File: src/scm_pkg.sv
// Shared types, constants and codes for the stereo crossfade mixer.
`timescale 1ns / 1ps

package scm_pkg;

  localparam int CountW  = 18;
  localparam int SampleW = 16;
  localparam int GainW   = 16;
  localparam int PosW    = 16;
  localparam int CoefW   = PosW + 1;
  localparam int NumLanes = 2;

  localparam logic [GainW-1:0] GainMax   = 16'd32768;
  localparam logic [GainW-1:0] GainReset = 16'd32768;
  localparam logic [CoefW-1:0] UnityQ16  = 17'd65536;

  typedef enum logic [1:0] {
    CMD_START   = 2'd0,
    CMD_MIX     = 2'd1,
    CMD_FADE_IN = 2'd2,
    CMD_PASS    = 2'd3
  } cmd_t;

  typedef enum logic {
    REG_FADE_LENGTH = 1'b0,
    REG_VOLUME_GAIN = 1'b1
  } reg_idx_t;

  typedef struct packed {
    logic              start;
    logic [CountW-1:0] len;
    logic [CountW-1:0] rem;
  } gain_req_t;

  typedef struct packed {
    logic             done;
    logic [CoefW-1:0] fo;
    logic [CoefW-1:0] fi;
  } gain_rsp_t;

  typedef struct packed {
    logic             start;
    logic [CoefW-1:0] fo;
    logic [CoefW-1:0] fi;
    logic [GainW-1:0] gain;
  } lane_req_t;

endpackage

File: src/scm_gain.sv
// Fade coefficient unit: position divider, fade-out square root and fade-in cube.
`timescale 1ns / 1ps

module scm_gain (
  input  logic              clk,
  input  logic              rst,
  input  scm_pkg::gain_req_t req,
  output scm_pkg::gain_rsp_t rsp
);
  import scm_pkg::*;

  typedef enum logic [1:0] {
    G_IDLE,
    G_DIV,
    G_PREP,
    G_SQRT
  } gstate_t;

  gstate_t           state;
  logic [4:0]        step;
  logic [CountW-1:0] len;
  logic [CountW-1:0] rmd;
  logic [PosW-1:0]   t;
  logic [2*CoefW-1:0] rad;
  logic [CoefW+2:0]  acc;
  logic [CoefW-1:0]  root;
  logic [2*PosW-1:0] t2;
  logic [PosW-1:0]   fi;
  logic              done;

  logic [CountW:0]   rmd_sh;
  logic [CoefW+2:0]  acc_sh;
  logic [CoefW+2:0]  trial;
  logic [3*PosW-1:0] t3;

  assign rmd_sh = {rmd, 1'b0};
  assign acc_sh = {acc[CoefW:0], rad[2*CoefW-1 -: 2]};
  assign trial  = {1'b0, root, 2'b01};
  assign t3     = t2 * t;

  always_ff @(posedge clk) begin
    if (rst) begin
      state <= G_IDLE;
      done  <= 1'b0;
      step  <= '0;
    end else begin
      done <= 1'b0;
      case (state)
        G_IDLE: begin
          if (req.start) begin
            len  <= req.len;
            step <= '0;
            if (req.len == '0 || req.rem > req.len) begin
              t     <= '0;
              state <= G_PREP;
            end else begin
              rmd   <= req.len - req.rem;
              state <= G_DIV;
            end
          end
        end
        G_DIV: begin
          // one quotient bit a cycle
          if (rmd_sh >= {1'b0, len}) begin
            rmd <= CountW'(rmd_sh - {1'b0, len});
            t   <= {t[PosW-2:0], 1'b1};
          end else begin
            rmd <= rmd_sh[CountW-1:0];
            t   <= {t[PosW-2:0], 1'b0};
          end
          step <= step + 5'd1;
          if (step == 5'(PosW - 1)) begin
            state <= G_PREP;
          end
        end
        G_PREP: begin
          rad   <= {1'b0, UnityQ16 - {1'b0, t}, {PosW{1'b0}}};
          acc   <= '0;
          root  <= '0;
          step  <= '0;
          state <= G_SQRT;
        end
        G_SQRT: begin
          // two radicand bits a cycle; the cube settles alongside
          t2 <= t * t;
          fi <= t3[3*PosW-1:2*PosW];
          if (acc_sh >= trial) begin
            acc  <= acc_sh - trial;
            root <= {root[CoefW-2:0], 1'b1};
          end else begin
            acc  <= acc_sh;
            root <= {root[CoefW-2:0], 1'b0};
          end
          rad  <= {rad[2*CoefW-3:0], 2'b00};
          step <= step + 5'd1;
          if (step == 5'(CoefW - 1)) begin
            done  <= 1'b1;
            state <= G_IDLE;
          end
        end
        default: state <= G_IDLE;
      endcase
    end
  end

  assign rsp.done = done;
  assign rsp.fo   = root;
  assign rsp.fi   = {1'b0, fi};

endmodule

File: config.mk
export PLATFORM = sky130hd
export DESIGN_NAME = scm_gain
export DESIGN_NICKNAME = d
export VERILOG_FILES = /design/src/scm_pkg.sv /design/src/scm_gain.sv
export SDC_FILE = /design/constraint.sdc
export NUM_CORES = 2
export LEC_CHECK = 0
export CAP_MARGIN = 20
export CORE_MARGIN = 2
export CORE_UTILIZATION = 60
export DETAILED_ROUTE_END_ITERATION = 8
export DONT_BUFFER_PORTS = 1
export GPL_ROUTABILITY_DRIVEN = 0
export PLACE_DENSITY = 0.82
export SETUP_SLACK_MARGIN = 0.05
export SYNTH_ARGS = -nofsm -noshare
export SYNTH_HDL_FRONTEND = slang
export SYNTH_SLANG_ARGS = --single-unit
File: constraint.sdc
create_clock -name clk -period 5.8 [get_ports clk]
set_input_delay 1.16 -clock clk [delete_from_list [all_inputs] [get_ports clk]]
set_output_delay 1.16 -clock clk [all_outputs]
set_load 0.005 [all_outputs]
# After elaboration in Yosys (flattened, before gate mapping)
# Cells that the tools add are included.
[word_totals]
reg_bits = 177
inputBits = 39
elab_cells = 67
[classes]
n_addsub = 5
n_mul = 2
n_lt_le_gt_ge = 3
eq_ne = 10
n_mux = 21
bitwise = 2
reduce_logical = 13
[op_table]
columns = ["cell", "count"]
rows = [
  ["$mux 18", 4],
  ["$pmux 18 s2", 2],
  ["$pmux 34 s2", 1],
  ["$sub 18x18->18", 3],
  ["$mul 32x16->48", 1],
  ["$pmux 17 s2", 1],
  ["$mul 16x16->32", 1],
  ["$mux 16", 2],
  ["$pmux 16 s2", 1],
  ["$ge 20x19->1", 1],
  ["$ge 19x18->1", 1],
  ["$gt 18x18->1", 1],
  ["$logic_not 18->1", 1],
  ["$sub 17x16->17 const A", 1],
  ["$pmux 5 s3", 1],
  ["$ne 2x2->1 const B", 5],
  ["$mux 2", 4],
  ["$pmux 2 s4", 1],
  ["$reduce_and 4->1", 2],
  ["$reduce_and 3->1", 2],
  ["$add 5x1->5 const B", 1],
  ["$eq 5x4->1 const B", 1],
  ["$eq 5x5->1 const B", 1],
  ["$mux 5", 1],
  ["9 further kinds", 16],
]

# Logic depth before layout (Yosys ltp)
[logic_depth]
word_depth = 5
mapped_depth = 25

# Worst setup path after synthesis
# No wires, ideal clock.
[synth_timing]
path_type = "flip-flop to flip-flop"
from = "register t[2]"
to = "register fi[14], data pin"
setup_ns = 0.270
arrival_time_ns = 6.057
t_required_ns = 5.530
setup_slack_ns = -0.526
stages_incl_launch_ff = 24
path_cell_list = "edfxtp_1 > clkbuf_1 > clkbuf_1 > nand2_1 > fa_1 > inv_1 > fa_1 > inv_1 > fa_1 > inv_1 > fa_1 > fa_1 > inv_1 > fa_1 > inv_1 > ha_1 > a21o_1 > a21o_1 > a2111oi_2 > o211a_1 > o31ai_4 > a221oi_4 > o41ai_2 > xor2_1"
[synth_via]
elab_chain_cells = 1
[synth_lines]
columns = ["item", "line", "text"]
rows = [
  ["start: declaration", "scm_gain.sv:23", "logic [PosW-1:0] t;"],
  ["start signal: assignment", "scm_gain.sv:66", "t <= {t[PosW-2:0], 1'b1};"],
  ["start signal: assignment", "scm_gain.sv:69", "t <= {t[PosW-2:0], 1'b0};"],
  ["$mul 32x16->48", "scm_gain.sv:39", "assign t3 = t2 * t;"],
  ["via t3[46]", "scm_gain.sv:34", "logic [3*PosW-1:0] t3;"],
  ["end signal: assignment", "scm_gain.sv:86", "fi <= t3[3*PosW-1:2*PosW];"],
  ["end: declaration", "scm_gain.sv:28", "logic [PosW-1:0] fi;"],
]
# The timed path passes the listed nets, and every way through them passes these cells.
# A chain may end at the register's enable or synchronous reset.

# Worst setup path after layout
[layout_timing]
from = "register t[8]"
to = "register fi[15], data pin"
# Same word-level chain as after synthesis.

==> impl_metrics.ini <==
[outcome]
status = finished, violations left
failed_checks = setup timing

[global_route]
grt_start_max_net_pins = 48
global_route.usage.met1_pct = 39.1
grt_first_pass_wirelength_microns = 138000
track_usage_pct = 32.7
gr-usage-met2_pct = 56.0
first_global_vias = 27228
grt_antenna_before_repair = 4
global_route_met3_usage_pct = 6.90
global_route.overflow_total = 0
busiest_layer = met2

[routing]
drt_pre_antenna_iters = 6
avgViaCountPerCell = 5.92
wl_per_cell_microns = 21.0
vias_after_detailed_routing = 25786
drt-initial-drc-count = 2306
drt.antenna.violating_nets = 0
drc_errors = 0
detail_route.wirelength_microns = 91400

[timing]
maximum_clock_frequency_ghz = 0.153
rsz_0062_raised_after_global_routing = yes
timing.slew.headroom_pct = 28.3
finalHoldViolCount = 0
timing_max_transition_violations_final = 0
fin_ws_ns = -0.737
setup_violations = 36
fin_crit_share_pct = 113
period_minus_slack_ns = 6.54
final.setup.tns_ns = -18.48
actual_slew_at_the_worst_max_slew_pin_ns = 1.07
final.setup_skew_ns = 0.0326

[logic_synthesis]
synth_compound_gate_area_share_pct = 7.56
post_synth_mux_area_share_pct = 0.833
synth-edff-count = 152
yosysSeqAreaShare_pct = 15.0
synth-xor-area-share_pct = 2.66
synth_async_sr_flop_share_pct = 0
synth.avg_cell_area_sq_um = 9.28
synthesis.area_sq_um = 31600
ys.flop_type = sky130_fd_sc_hd__edfxtp_1
yosys_warnings = 0
ys_ff_latch = 160
synthDistinctLibCells = 80
synth_cells = 3400
synth_adder_area_share_pct = 47.9
dominant_combinational_cell_family_by_area_after_synthesis = adder cells
area_fraction_in_and_or_nand_and_nor_cells_after_synthesis_pct = 15.0

[setup_path]
endpoint = fi[15]
worstSetupStartpointType = flop
endpoint_kind = flop
reg2reg_depth = 23
launching_instance_or_port_of_the_critical_path = t[8]
r2r_end = fi[15]
r2r_slack_ns = -0.74
worstPathMaxFanout = 7
cp_data_required_time_ns = 6.13
worstSetupPathType = reg -> reg
worst_ep_arrival_time_ns = 6.86
r2r-start = t[8]

[floorplan]
core_region_area_sq_um = 52200
num_rows = 84
start_util_pct = 60.4
floorplan.io_pins = 74
die_h_microns = 233
design.die.area_sq_um = 54400
die_width_microns = 233

[final_layout]
syn2layout_area_growth_pct = 18.0
layout-drive-gt1-share_pct = 17.4
finish.cell_count_without_fillers = 4355
number_of_nets_in_the_finished_design = 4554

[clock_tree]
tritoncts_clock_tree = built
worst_skew_pair.late_latency_ns = 0.50
cts.clk_slew.worst_paths_ns = 0.08
clock_buffer_count_from_cts = 17
h-tree-depth = 4
cts_root_buf = sky130_fd_sc_hd__clkbuf_16
cts_num_sinks = 160
cts-root-to-sink-buffers = 2

[place]
buffer_ports.inserted = 0
dp_hpwl_microns = 62400
post-place-cells = 4246

[hold_path]
hp-class = reg -> reg

[job]
max_cap_violations = 0
## per-layer routing
layer	wire length [microns]	vias up	part of all wire (%)
met1	32000	12648	35
met2	43900	1636	48
met5	46	-	0.050
met4	6120	2	6.7
li1	-	10986	-
met3	9330	514	10
## critical path: stages, from the launching register on
cell,delay [ns]
sky130_fd_sc_hd__edfxtp_1,0.50
sky130_fd_sc_hd__buf_8,0.19
sky130_fd_sc_hd__nand2_1,0.11
sky130_fd_sc_hd__fa_1,0.52
sky130_fd_sc_hd__inv_1,0.05
sky130_fd_sc_hd__fa_1,0.50
sky130_fd_sc_hd__inv_1,0.05
sky130_fd_sc_hd__fa_1,0.49
sky130_fd_sc_hd__inv_2,0.05
sky130_fd_sc_hd__fa_1,0.52
sky130_fd_sc_hd__fa_1,0.56
sky130_fd_sc_hd__inv_2,0.04
sky130_fd_sc_hd__fa_1,0.51
sky130_fd_sc_hd__inv_2,0.05
sky130_fd_sc_hd__ha_4,0.26
sky130_fd_sc_hd__nand4_1,0.13
sky130_fd_sc_hd__a21oi_2,0.23
sky130_fd_sc_hd__o2111ai_2,0.20
sky130_fd_sc_hd__o211a_4,0.30
sky130_fd_sc_hd__o31ai_4,0.40
sky130_fd_sc_hd__a221oi_4,0.12
sky130_fd_sc_hd__buf_12,0.16
sky130_fd_sc_hd__o31a_1,0.29
sky130_fd_sc_hd__a211oi_2,0.14
## cells in the final DEF, fill, tap and decap left out, drive strengths merged, types with 5 or more instances in the layout
cell type / instances
a211oi: 20
dfxtp: 8
o21a: 22
o41ai: 5
o221ai: 5
a31oi: 6
fa: 576
a2111oi: 6
a21o: 52
inv: 782
nand3: 32
nand4: 19
nor2b: 12
or3: 17
or2: 9
ha: 287
nor3: 40
conb: 8
clkbuf: 20
and3: 12
o21ai: 64
and2: 260
nor2: 142
mux2i: 24
xor2: 41
xnor2: 55
buf: 361
edfxtp: 152
a221oi: 8
o21bai: 8
nand2: 419
o211ai: 11
a21oi: 86
o31ai: 8
clkinv: 10
a22oi: 5
nor4: 12
## registers in the layout, indices dropped and copies added, names as in the netlist
register	count
acc	18
root	17
t2	31
fi	16
t	16
step	5
rmd	18
done	1
rad	18
state	2
len	18
## through the flow
stage / utilization [%] / worst slack [ns] / hold slack (ns) / cell area, sq um
floorplan: - / -0.120 / 0.457 / 32200
global placement: 66.8 / -0.569 / 0.474 / 34900
detailed placement: 66.8 / -0.728 / 0.479 / 34900
CTS: 70.0 / -0.566 / 0.494 / 36600
global route: 71.3 / -0.898 / 0.542 / 37200
finish: 71.3 / -0.737 / 0.486 / 37200
## area by class of cell
class,instances,area [sq um]
inverters,781,2950
fillers,3308,15000
clock inverters,15,156
flip-flops and latches,160,4720
clock buffers,17,425
repair buffers,366,3610
diodes,2,5.00
well taps,688,861
multi-input cells,2326,24500
## worst min-delay path by stage
stage / from / slack, ns / endpoint / depth (start not counted)
after global routing: step[4] / 0.54 / step[4] / 2
final: step[4] / 0.49 / step[4] / 2
after global placement: step[4] / 0.47 / step[4] / 2
after detailed placement: step[4] / 0.48 / step[4] / 2
after floorplan: step[4] / 0.46 / step[4] / 2
after CTS: step[4] / 0.49 / step[4] / 2
## timing repair
item,4_1_cts,5_1_grt
pin swaps,64,89
gates cloned,6,3
setup endpoints to repair,33,37
gates resized for setup,151,103
setup buffers,41,33
hold buffers,0,0
## cell usage after synthesis, types with 41 or more instances
| cell | count | area share (%) |
|---|---|---|
| sky130_fd_sc_hd__a21o_1 | 52 | 1.2 |
| sky130_fd_sc_hd__nand2_1 | 419 | 5.0 |
| sky130_fd_sc_hd__o21ai_0 | 59 | 0.94 |
| sky130_fd_sc_hd__a21oi_1 | 84 | 1.3 |
| sky130_fd_sc_hd__xor2_1 | 41 | 1.1 |
| sky130_fd_sc_hd__ha_1 | 287 | 11 |
| sky130_fd_sc_hd__edfxtp_1 | 152 | 14 |
| sky130_fd_sc_hd__clkbuf_1 | 118 | 1.4 |
| sky130_fd_sc_hd__fa_1 | 576 | 37 |
| sky130_fd_sc_hd__xnor2_1 | 55 | 1.5 |
| sky130_fd_sc_hd__nor2_1 | 142 | 1.7 |
| sky130_fd_sc_hd__and2_1 | 260 | 5.2 |
| sky130_fd_sc_hd__inv_1 | 772 | 9.2 |
## kinds of logic after synthesis
| group | after synthesis |
|---|---|
| adders and majority gates | 863 |
| muxes | 26 |
| AOI/OAI and AO/OA | 343 |
| DFF | 160 |
| other | 2 |
| xor gates and xnor gates | 96 |
| and+or+nand+nor | 990 |
| buffers and inverters | 920 |
Power is left out: the tool's default activity adds up to more than one toggle a clock period on the data nets, which glitch-free logic cannot reach.
